--- config.mk ---
export PLATFORM = sky130hd
export DESIGN_NAME = pd_thruster_position_control
export DESIGN_NICKNAME = d
export VERILOG_FILES = /design/src/sv/pdtc_pkg.sv /design/src/sv/pdtc_ram.sv /design/src/sv/pdtc_div.sv /design/src/sv/pd_thruster_position_control.sv
export SDC_FILE = /design/constraint.sdc
export NUM_CORES = 2
export LEC_CHECK = 0
export BUFFER_PORTS_ARGS = -buffer_cell sky130_fd_sc_hd__buf_2
export CAP_MARGIN = 10
export CORE_MARGIN = 3
export CORE_UTILIZATION = 50
export CTS_BUF_LIST = sky130_fd_sc_hd__clkbuf_2 sky130_fd_sc_hd__clkbuf_4 sky130_fd_sc_hd__clkbuf_8
export DETAILED_ROUTE_END_ITERATION = 7
export PLACE_DENSITY = 0.68
export SETUP_SLACK_MARGIN = 0.02
export SYNTH_ARGS = -nofsm -noshare
export SYNTH_HDL_FRONTEND = slang
export SYNTH_SLANG_ARGS = --single-unit
--- constraint.sdc ---
create_clock -name clk -period 8.8 [get_ports clk]
set_clock_uncertainty 0.05 [all_clocks]
set_input_delay 0.88 -clock clk [delete_from_list [all_inputs] [get_ports clk]]
set_output_delay 0.88 -clock clk [all_outputs]
set_load 0.02 [all_outputs]
--- src/sv/pdtc_pkg.sv ---
// Shared types and constants for the PD thruster position controller.
package pdtc_pkg;

  localparam int ANGLE_W  = 17;
  localparam int ERR_W    = 18;
  localparam int PREV_W   = 19;
  localparam int GAIN_W   = 20;
  localparam int PER_W    = 16;
  localparam int CFG_W    = 20;
  localparam int CH_W     = 2;
  localparam int PULSE_W  = 11;
  localparam int MUL_A_W  = 19;
  localparam int MUL_P_W  = 39;
  localparam int ACC_W    = 56;
  localparam int MAG_W    = 54;
  localparam int DIVN_W   = 27;
  localparam int DIVD_W   = 18;
  localparam int QUOT_W   = 9;
  localparam int SPLIT    = 17;

  localparam logic [1:0] REG_PROP_GAIN  = 2'd0;
  localparam logic [1:0] REG_DERIV_GAIN = 2'd1;
  localparam logic [1:0] REG_PERIOD_MS  = 2'd2;
  localparam logic [1:0] REG_STOP_MODE  = 2'd3;

  localparam logic [GAIN_W-1:0]  PROP_GAIN_RST  = 20'd62423;
  localparam logic [GAIN_W-1:0]  DERIV_GAIN_RST = 20'd32060;
  localparam logic [PER_W-1:0]   PERIOD_RST     = 16'd100;
  localparam logic [GAIN_W-1:0]  DERIV_SCALE    = 20'd1000;
  localparam logic [PULSE_W-1:0] PULSE_NEUTRAL  = 11'd1500;
  localparam logic [PULSE_W-1:0] PULSE_MIN      = 11'd1000;
  localparam logic [PULSE_W-1:0] PULSE_MAX      = 11'd2000;
  localparam logic [3:0]         DIV_STEPS      = 4'd9;

  typedef enum logic [3:0] {
    ST_IDLE,
    ST_LOAD,
    ST_P0,
    ST_P1,
    ST_P2,
    ST_D0,
    ST_D1,
    ST_D2,
    ST_ABS,
    ST_SCALE,
    ST_SCALE2,
    ST_DIV,
    ST_FIN
  } state_t;

  typedef struct packed {
    logic busy;
    logic done;
  } div_status_t;

endpackage

--- src/sv/pdtc_ram.sv ---
// Generic single-write, single-read synchronous RAM with registered read data.
module pdtc_ram #(
  parameter int WIDTH = 8,
  parameter int DEPTH = 4
) (
  input  logic                                 clk,
  input  logic                                 we,
  input  logic [(DEPTH > 1 ? $clog2(DEPTH) : 1)-1:0] waddr,
  input  logic [WIDTH-1:0]                     wdata,
  input  logic [(DEPTH > 1 ? $clog2(DEPTH) : 1)-1:0] raddr,
  output logic [WIDTH-1:0]                     rdata
);

  logic [WIDTH-1:0] mem [DEPTH];

  always_ff @(posedge clk) begin
    if (we) begin
      mem[waddr] <= wdata;
    end
    rdata <= mem[raddr];
  end

endmodule

--- src/sv/pdtc_div.sv ---
// Restoring divider that produces one quotient bit per cycle.
module pdtc_div (
  input  logic                        clk,
  input  logic                        rst,
  input  logic                        start,
  input  logic [pdtc_pkg::DIVN_W-1:0] dividend,
  input  logic [pdtc_pkg::DIVD_W-1:0] divisor,
  output logic [pdtc_pkg::QUOT_W-1:0] quotient,
  output pdtc_pkg::div_status_t       status
);

  logic [pdtc_pkg::DIVN_W-1:0] rem;
  logic [pdtc_pkg::DIVN_W-1:0] dsh;
  logic [3:0]                  cnt;
  logic                        busy;
  logic                        done;
  logic                        fits;

  assign fits = (rem >= dsh);

  always_ff @(posedge clk) begin
    if (rst) begin
      busy <= 1'b0;
      done <= 1'b0;
      cnt  <= 4'd0;
    end else begin
      done <= 1'b0;
      if (start) begin
        busy <= 1'b1;
        cnt  <= pdtc_pkg::DIV_STEPS;
      end else if (busy) begin
        cnt <= cnt - 4'd1;
        if (cnt == 4'd1) begin
          busy <= 1'b0;
          done <= 1'b1;
        end
      end
    end
  end

  always_ff @(posedge clk) begin
    if (start) begin
      rem      <= dividend;
      dsh      <= pdtc_pkg::DIVN_W'({divisor, 8'b0});
      quotient <= '0;
    end else if (busy) begin
      if (fits) begin
        rem <= rem - dsh;
      end
      quotient <= {quotient[pdtc_pkg::QUOT_W-2:0], fits};
      dsh      <= dsh >> 1;
    end
  end

  assign status.busy = busy;
  assign status.done = done;

endmodule

--- src/sv/pd_thruster_position_control.sv ---
// Top level of the three-channel PD thruster position controller.
// A request for a controlled channel passes through the load, multiply, absolute-value,
// scale and divide states; a saturating drive value skips the divider, and stop mode or a
// channel beyond the count goes straight to the final state. One request at a time: the
// next is taken the cycle after the result enters the output register.
// Reset restores the register defaults and clears the per-channel valid bits, so every
// stored previous error reads as zero until written; there is no clearing pass.
module pd_thruster_position_control #(
  parameter int NUM_CHANNELS = 3
) (
  input  logic                                clk,
  input  logic                                rst,
  input  logic                                cfg_wr_en,
  input  logic [1:0]                          cfg_index,
  input  logic [pdtc_pkg::CFG_W-1:0]          cfg_data,
  input  logic                                in_valid,
  output logic                                in_stall,
  input  logic [pdtc_pkg::CH_W-1:0]           channel,
  input  logic signed [pdtc_pkg::ANGLE_W-1:0] reference_angle,
  input  logic signed [pdtc_pkg::ANGLE_W-1:0] measured_angle,
  output logic                                out_valid,
  input  logic                                out_stall,
  output logic [pdtc_pkg::CH_W-1:0]           out_channel,
  output logic [pdtc_pkg::PULSE_W-1:0]        pulse_width_us,
  output logic                                saturated
);

  localparam int AW = (NUM_CHANNELS > 1) ? $clog2(NUM_CHANNELS) : 1;

  logic [pdtc_pkg::GAIN_W-1:0] prop_gain;
  logic [pdtc_pkg::GAIN_W-1:0] deriv_gain;
  logic [pdtc_pkg::PER_W-1:0]  period_ms;
  logic                        stop_mode;
  logic [pdtc_pkg::PER_W-1:0]  per_eff;

  pdtc_pkg::state_t state;
  pdtc_pkg::state_t state_next;

  logic                               in_accept;
  logic                               load_out;
  logic [pdtc_pkg::CH_W-1:0]          ch_r;
  logic [AW-1:0]                      addr;
  logic signed [pdtc_pkg::ERR_W-1:0]  e_new;
  logic signed [pdtc_pkg::ERR_W-1:0]  e_r;
  logic signed [pdtc_pkg::PREV_W-1:0] d_r;
  logic signed [pdtc_pkg::PREV_W-1:0] prev;
  logic                               skip_r;
  logic [NUM_CHANNELS-1:0]            entry_valid;

  logic                               ram_we;
  logic [pdtc_pkg::PREV_W-1:0]        ram_rdata;

  logic signed [pdtc_pkg::MUL_A_W-1:0] mul_a;
  logic [pdtc_pkg::GAIN_W-1:0]         mul_b;
  logic signed [pdtc_pkg::MUL_P_W:0]   prod_full;
  logic signed [pdtc_pkg::MUL_P_W-1:0] mul_p;

  logic signed [34:0]                 eper;
  logic signed [28:0]                 d1000;
  logic signed [pdtc_pkg::ACC_W-1:0]  acc;
  logic [pdtc_pkg::MAG_W-1:0]         mag;
  logic                               neg_r;
  logic [pdtc_pkg::ACC_W-1:0]         t3;
  logic [60:0]                        scaled;
  logic [19:0]                        thr;
  logic                               sat_now;
  logic                               sat_r;
  logic [pdtc_pkg::PULSE_W-1:0]       pulse_r;

  logic                               div_start;
  logic [pdtc_pkg::QUOT_W-1:0]        quo;
  pdtc_pkg::div_status_t              div_st;

  // Configuration registers.
  always_ff @(posedge clk) begin
    if (rst) begin
      prop_gain  <= pdtc_pkg::PROP_GAIN_RST;
      deriv_gain <= pdtc_pkg::DERIV_GAIN_RST;
      period_ms  <= pdtc_pkg::PERIOD_RST;
      stop_mode  <= 1'b0;
    end else if (cfg_wr_en) begin
      unique case (cfg_index)
        pdtc_pkg::REG_PROP_GAIN:  prop_gain  <= cfg_data;
        pdtc_pkg::REG_DERIV_GAIN: deriv_gain <= cfg_data;
        pdtc_pkg::REG_PERIOD_MS:  period_ms  <= cfg_data[pdtc_pkg::PER_W-1:0];
        pdtc_pkg::REG_STOP_MODE:  stop_mode  <= cfg_data[0];
        default: ;
      endcase
    end
  end

  assign per_eff   = (period_ms == '0) ? pdtc_pkg::PER_W'(1) : period_ms;
  assign in_stall  = (state != pdtc_pkg::ST_IDLE);
  assign in_accept = in_valid && !in_stall;
  assign addr      = in_accept ? AW'(channel) : AW'(ch_r);
  assign e_new     = {reference_angle[pdtc_pkg::ANGLE_W-1], reference_angle}
                   - {measured_angle[pdtc_pkg::ANGLE_W-1], measured_angle};
  assign prev      = entry_valid[AW'(ch_r)] ? ram_rdata : '0;

  pdtc_ram #(
    .WIDTH (pdtc_pkg::PREV_W),
    .DEPTH (NUM_CHANNELS)
  ) u_prev_err (
    .clk   (clk),
    .we    (ram_we),
    .waddr (AW'(ch_r)),
    .wdata ({e_r[pdtc_pkg::ERR_W-1], e_r}),
    .raddr (addr),
    .rdata (ram_rdata)
  );

  // Shared multiplier, registered.
  assign prod_full = mul_a * $signed({1'b0, mul_b});

  always_ff @(posedge clk) begin
    mul_p <= prod_full[pdtc_pkg::MUL_P_W-1:0];
  end

  assign thr     = (20'(per_eff) << 3) + (20'(per_eff) << 2);
  assign sat_now = (mag[53:24] > 30'(thr))
                || ((mag[53:24] == 30'(thr)) && (mag[23:0] != '0));
  assign scaled  = {mag, 7'b0} - 61'(t3);

  pdtc_div u_div (
    .clk      (clk),
    .rst      (rst),
    .start    (div_start),
    .dividend (scaled[50:24]),
    .divisor  (18'(per_eff) + (18'(per_eff) << 1)),
    .quotient (quo),
    .status   (div_st)
  );

  // Sequencer.
  always_ff @(posedge clk) begin
    if (rst) begin
      state <= pdtc_pkg::ST_IDLE;
    end else begin
      state <= state_next;
    end
  end

  always_comb begin
    state_next = state;
    unique case (state)
      pdtc_pkg::ST_IDLE: begin
        if (in_accept) begin
          if (stop_mode || (32'(channel) >= NUM_CHANNELS)) begin
            state_next = pdtc_pkg::ST_FIN;
          end else begin
            state_next = pdtc_pkg::ST_LOAD;
          end
        end
      end
      pdtc_pkg::ST_LOAD:   state_next = pdtc_pkg::ST_P0;
      pdtc_pkg::ST_P0:     state_next = pdtc_pkg::ST_P1;
      pdtc_pkg::ST_P1:     state_next = pdtc_pkg::ST_P2;
      pdtc_pkg::ST_P2:     state_next = pdtc_pkg::ST_D0;
      pdtc_pkg::ST_D0:     state_next = pdtc_pkg::ST_D1;
      pdtc_pkg::ST_D1:     state_next = pdtc_pkg::ST_D2;
      pdtc_pkg::ST_D2:     state_next = pdtc_pkg::ST_ABS;
      pdtc_pkg::ST_ABS:    state_next = pdtc_pkg::ST_SCALE;
      pdtc_pkg::ST_SCALE:  state_next = sat_now ? pdtc_pkg::ST_FIN : pdtc_pkg::ST_SCALE2;
      pdtc_pkg::ST_SCALE2: state_next = pdtc_pkg::ST_DIV;
      pdtc_pkg::ST_DIV: begin
        if (div_st.done) begin
          state_next = pdtc_pkg::ST_FIN;
        end
      end
      pdtc_pkg::ST_FIN: begin
        if (load_out) begin
          state_next = pdtc_pkg::ST_IDLE;
        end
      end
      default: state_next = pdtc_pkg::ST_IDLE;
    endcase
  end

  always_comb begin
    mul_a     = '0;
    mul_b     = '0;
    ram_we    = 1'b0;
    div_start = 1'b0;
    load_out  = 1'b0;
    unique case (state)
      pdtc_pkg::ST_LOAD: begin
        mul_a  = {e_r[pdtc_pkg::ERR_W-1], e_r};
        mul_b  = pdtc_pkg::GAIN_W'(per_eff);
        ram_we = 1'b1;
      end
      pdtc_pkg::ST_P0: begin
        mul_a = {2'b00, mul_p[pdtc_pkg::SPLIT-1:0]};
        mul_b = prop_gain;
      end
      pdtc_pkg::ST_P1: begin
        mul_a = {eper[34], eper[34:pdtc_pkg::SPLIT]};
        mul_b = prop_gain;
      end
      pdtc_pkg::ST_P2: begin
        mul_a = d_r;
        mul_b = pdtc_pkg::DERIV_SCALE;
      end
      pdtc_pkg::ST_D0: begin
        mul_a = {2'b00, mul_p[pdtc_pkg::SPLIT-1:0]};
        mul_b = deriv_gain;
      end
      pdtc_pkg::ST_D1: begin
        mul_a = {{7{d1000[28]}}, d1000[28:pdtc_pkg::SPLIT]};
        mul_b = deriv_gain;
      end
      pdtc_pkg::ST_SCALE2: div_start = 1'b1;
      pdtc_pkg::ST_FIN:    load_out  = !out_valid || !out_stall;
      default: ;
    endcase
  end

  always_ff @(posedge clk) begin
    if (rst) begin
      entry_valid <= '0;
    end else if (ram_we) begin
      entry_valid[AW'(ch_r)] <= 1'b1;
    end
  end

  // Datapath registers.
  always_ff @(posedge clk) begin
    case (state)
      pdtc_pkg::ST_IDLE: begin
        if (in_accept) begin
          ch_r    <= channel;
          e_r     <= e_new;
          skip_r  <= stop_mode || (32'(channel) >= NUM_CHANNELS);
          pulse_r <= pdtc_pkg::PULSE_NEUTRAL;
          sat_r   <= 1'b0;
        end
      end
      pdtc_pkg::ST_LOAD: d_r  <= {e_r[pdtc_pkg::ERR_W-1], e_r} - prev;
      pdtc_pkg::ST_P0:   eper <= mul_p[34:0];
      pdtc_pkg::ST_P1:   acc  <= {{17{mul_p[38]}}, mul_p};
      pdtc_pkg::ST_P2:   acc  <= acc + {mul_p, 17'b0};
      pdtc_pkg::ST_D0:   d1000 <= mul_p[28:0];
      pdtc_pkg::ST_D1:   acc  <= acc + {{17{mul_p[38]}}, mul_p};
      pdtc_pkg::ST_D2:   acc  <= acc + {mul_p, 17'b0};
      pdtc_pkg::ST_ABS: begin
        mag   <= acc[55] ? pdtc_pkg::MAG_W'(-acc) : acc[pdtc_pkg::MAG_W-1:0];
        neg_r <= acc[55];
      end
      pdtc_pkg::ST_SCALE: begin
        t3 <= pdtc_pkg::ACC_W'(mag) + (pdtc_pkg::ACC_W'(mag) << 1);
        if (sat_now) begin
          sat_r   <= 1'b1;
          pulse_r <= neg_r ? pdtc_pkg::PULSE_MIN : pdtc_pkg::PULSE_MAX;
        end
      end
      pdtc_pkg::ST_DIV: begin
        if (div_st.done) begin
          pulse_r <= neg_r ? pdtc_pkg::PULSE_NEUTRAL - pdtc_pkg::PULSE_W'(quo)
                           : pdtc_pkg::PULSE_NEUTRAL + pdtc_pkg::PULSE_W'(quo);
        end
      end
      default: ;
    endcase
  end

  // Output register.
  always_ff @(posedge clk) begin
    if (rst) begin
      out_valid <= 1'b0;
    end else if (load_out) begin
      out_valid <= 1'b1;
    end else if (!out_stall) begin
      out_valid <= 1'b0;
    end
  end

  always_ff @(posedge clk) begin
    if (load_out) begin
      out_channel    <= ch_r;
      pulse_width_us <= pulse_r;
      saturated      <= sat_r;
    end
  end

`ifndef NO_ASSERTIONS
  a_sat_rails: assert property (@(posedge clk) disable iff (rst)
    out_valid && saturated |-> (pulse_width_us == pdtc_pkg::PULSE_MIN)
                            || (pulse_width_us == pdtc_pkg::PULSE_MAX))
    else $error("saturated result off the rails");

  a_pulse_range: assert property (@(posedge clk) disable iff (rst)
    out_valid |-> (pulse_width_us >= pdtc_pkg::PULSE_MIN)
               && (pulse_width_us <= pdtc_pkg::PULSE_MAX))
    else $error("pulse width out of range");

  a_no_skip_write: assert property (@(posedge clk) disable iff (rst)
    ram_we |-> !skip_r)
    else $error("previous error written for a skipped request");

  a_div_done_state: assert property (@(posedge clk) disable iff (rst)
    div_st.done |-> state == pdtc_pkg::ST_DIV)
    else $error("divider finished outside its wait state");
`endif

endmodule

==> flow_summary.yaml <==
outcome:
  outcome: "finished, violations left"
  failed_checks: "design-rule violations"
setup_path:
  ff2ff_path_depth: 29
  reg2reg_slack_ps: 420
  worstReg2RegEnd: "mul_p[37]$_DFF_P_"
  crit_family: "adder cells"
  critical_path.most_common_cell: "sky130_fd_sc_hd__fa_1"
  cp_max_fo: 21
  worstPathArrival_ps: 8980
  cp-end-kind: "flop"
  worstSetupPathType: "flop to flop"
  critical_r2r_launch: "state[2]$_SDFFE_PP0P_"
  cp_slowest_stage_delay_ps: 560
  critPathRequiredTime_ps: 9390
  crit_path_start: "state[2]$_SDFFE_PP0P_"
  critical-path-slowest-cell: "sky130_fd_sc_hd__fa_1"
  worstSetupStartpointType: "flop"
  critical_path.n_buffers_inverters: 6
layout:
  drive_gt1_frac: 0.0810
  design.final.nets: 5815
  area_delta_synth_final_pct: 9.44
grt:
  globalRoute.totalOverflow: 0
  initial_antenna_violation_count: 1
  grt_start_max_net_pins: 72
  groute.usage.overall: 0.268
  grt_pass1_vias: 35000
  first_pass_grt_wire_length_um: 196000
timing:
  final.period_utilization: 0.953
  finalSetupTns_ps: 0
  report.final.slew_viol_count: 0
  slew_limit_headroom: 0.213
  finalSetupViolCount: 0
  worst-slew-pin-transition_ps: 1170
  f_max_mhz: 119
  post-route-min-period_ps: 8380
  finalHoldViolCount: 0
die:
  dieArea_um2: 93200
  die_h_um: 305
  rows: 109
  core_area_um2: 88600
  top_level_ports: 79
  die_w_um: 305
  initial_core_utilization: 0.505
routing:
  detailroute.via_count: 35700
  avgRoutedWirePerCell_um: 20.3
  routed_wirelength_um: 126000
  drt.antenna.violating_nets: 0
  total_drc_errors_in_the_routed_layout: 1
  route.detailed.vias_per_inst: 5.75
  drt_iter0_markers: 3121
  detail_route.first_pass.iterations: 8
logic_synthesis:
  asyncSetResetFlopFracSynth: 0
  synthesis.nets: 5686
  post_synth_inst_count: 4844
  yosys.area.top_type: "sky130_fd_sc_hd__edfxtp_1"
  ys_seq_area_frac: 0.303
  synth_top_area_frac: 0.239
  synth.top_cells.by_area: "sky130_fd_sc_hd__edfxtp_1 24%, sky130_fd_sc_hd__fa_1 14%, sky130_fd_sc_hd__ha_1 13%"
  ys.warnings.count: 0
  synth_top_flop_cell: "sky130_fd_sc_hd__edfxtp_1"
  synth_seq_cells: 501
  synth-edff-count: 356
  post_synth_num_cell_types: 77
  syn-mean-instance-area_um2: 9.25
  synthesis.area_um2: 44800
flow_run:
  max_cap_viol: 0
clock_tree:
  cts_max_level: 3
  tritoncts.num_buffers: 90
  worst_skew_pair_later_pin_latency_ps: 740
  clock_tree.buffer_depth: 3
  tritoncts: "yes"
  numClockSinks: 501
  clockRootBuffer: "sky130_fd_sc_hd__clkbuf_8"
  clkTransAtPathRegs_ps: 60
power_and_ir_drop:
  ir_drop_mv: 0.196
  power.share.switching: 0.468
  switching_power_mw: 7.07
  p_clk_frac: 0.158
  power.density_cell_area_nw_per_um2: 308
  finalPower_mw: 15.1
  pwr-share-comb: 0.588
  intPower_mw: 8.03
  p_leak_nw: 22.3
  power.sequential.fraction: 0.254
placed_design:
  gp_congestion: 0.982
  port_buffers: 78
  place.detailed.hpwl_um: 99200
min_path:
  hold_path_depth: 3
  holdCritPathClass: "input pin to flop"
  hold_path_startpoint: "cfg_data[16]"
  min_to: "deriv_gain[16]$_SDFFE_PP0P_"
[layer usage]
metal | wire [µm] | vias up | share of wire | global-route usage
met2 | 57200 | 1289 | 0.46 | 0.431
met4 | 5040 | 0 | 0.040 | 0.106
met1 | 54500 | 17100 | 0.43 | 0.365
met5 | 0 | - | 0 | 0
met3 | 8960 | 279 | 0.071 | 0.0421
li1 | - | 17000 | - | -
[registers in the layout, summed over array words and instances (netlist names), 3 cells and up]
register and cells:
pulse_width_us 11, pulse_r 11, u_div.cnt 4, d1000 12, acc 56, mul_p 39, entry_valid 3, u_div.dsh 26
t3 51, u_prev_err.mem 54, mag 54, deriv_gain 20, period_ms 16, e_r 18, u_div.quotient 9, state 4
d_r 19, u_prev_err.rdata 18, u_div.rem 27, eper 18, prop_gain 20
[cell usage after synthesis, types with 15 or more instances]
master / n
sky130_fd_sc_hd__mux2i_1: 45
sky130_fd_sc_hd__o21a_1: 35
sky130_fd_sc_hd__or3_1: 19
sky130_fd_sc_hd__a21oi_1: 307
sky130_fd_sc_hd__o221ai_1: 20
sky130_fd_sc_hd__a211oi_1: 26
sky130_fd_sc_hd__and3_1: 25
sky130_fd_sc_hd__o21bai_1: 31
sky130_fd_sc_hd__a21o_1: 152
sky130_fd_sc_hd__nor3_1: 45
sky130_fd_sc_hd__and2_1: 25
sky130_fd_sc_hd__nor2_1: 379
sky130_fd_sc_hd__nand3_1: 74
sky130_fd_sc_hd__nand2b_1: 39
sky130_fd_sc_hd__o21ai_0: 213
sky130_fd_sc_hd__xor2_1: 93
sky130_fd_sc_hd__o31ai_1: 39
sky130_fd_sc_hd__nor4_1: 15
sky130_fd_sc_hd__edfxtp_1: 356
sky130_fd_sc_hd__xnor2_1: 213
sky130_fd_sc_hd__o211ai_1: 16
sky130_fd_sc_hd__dfxtp_1: 145
sky130_fd_sc_hd__a22oi_1: 54
sky130_fd_sc_hd__inv_1: 592
sky130_fd_sc_hd__nand3b_1: 28
sky130_fd_sc_hd__fa_1: 312
sky130_fd_sc_hd__nand2_1: 586
sky130_fd_sc_hd__nand4_1: 49
sky130_fd_sc_hd__a221oi_1: 16
sky130_fd_sc_hd__clkbuf_1: 163
sky130_fd_sc_hd__a31oi_1: 42
sky130_fd_sc_hd__or2_2: 15
sky130_fd_sc_hd__ha_1: 467
sky130_fd_sc_hd__nor2b_1: 41
[area by class of cell]
class | count | area, µm²
Antenna cell | 1 | 2.50
Clock buffer | 115 | 1460
Clock inverter | 43 | 450
Fill cell | 7976 | 39600
Inverter | 592 | 2220
Multi-Input combinational cell | 3584 | 28500
Sequential cell | 501 | 13600
Tap cell | 1165 | 1460
Timing Repair Buffer | 204 | 1370
[cells in the final DEF, fill, tap and decap left out, drive strengths merged, types with 45 or more instances in the layout]
cell type / Yosys / layout
xnor2: 213 / 213
nand3: 74 / 74
ha: 467 / 467
fa: 312 / 312
inv: 592 / 598
nand4: 49 / 49
a21oi: 307 / 307
dfxtp: 145 / 145
buf: 4 / 204
nor3: 45 / 45
a22oi: 54 / 54
edfxtp: 356 / 356
mux2i: 45 / 45
xor2: 93 / 93
o21ai: 214 / 214
nor2: 379 / 379
nand2: 586 / 586
clkbuf: 163 / 115
a21o: 152 / 152
[power by group through the flow]
stage	Sequential (mW)	Clock [mW]	Combinational, mW
2_1_floorplan	3.56	0	6.29
3_3_place_gp	3.86	0	8.61
3_5_place_dp	3.87	0	8.72
4_1_cts	3.82	2.45	8.80
5_1_grt	3.86	2.54	9.88
6_report	3.84	2.38	8.87
[worst register-to-register path: cells and delay by family (launching register included)]
kind            cells  cell delay, ps
fa+ha+maj           8            4040
compound gates     10            2100
buf+inv             6             900
simple gates        4             690
flops               1             340
xor+xnor            1             170
[timing repair]
item,4_1_cts,5_1_grt
setup buffers,0,2
hold buffers,0,0
gates resized for setup,0,8
endpoints found under the setup margin,0,9
[cell families after synthesis]
group	count (synthesis)	synth area share
flip-flops	501	0.303
AND/OR/NAND/NOR	1386	0.140
multiplexers	45	0.0101
adder cells (fa/ha/maj)	779	0.270
buffers and inverters	759	0.0636
AO/OA/AOI/OAI	1068	0.153
XOR/XNOR	306	0.0598
[worst max-delay path by stage]
stage                              endpoint  cells past startpoint
after floorplan           mul_p[35]$_DFF_P_                     33
after global placement    mul_p[35]$_DFF_P_                     29
after detailed placement  mul_p[37]$_DFF_P_                     28
after CTS                 mul_p[37]$_DFF_P_                     28
after global routing      mul_p[35]$_DFF_P_                     32
final                     mul_p[37]$_DFF_P_                     29
[through the flow]
step                std cells  hold slack [ps]  worst slack (ps)  area (µm²)  utilization
detailed placement       6043              356               197       47000        0.531
global placement         6043              353               327       47000        0.531
global route             6205              354             -13.9       49000        0.553
floorplan                4844              350               329       44800            -
finish                   6205              365               416       49000        0.553
CTS                      6201              305               120       49000        0.552
(Power assumes the default switching activity.)
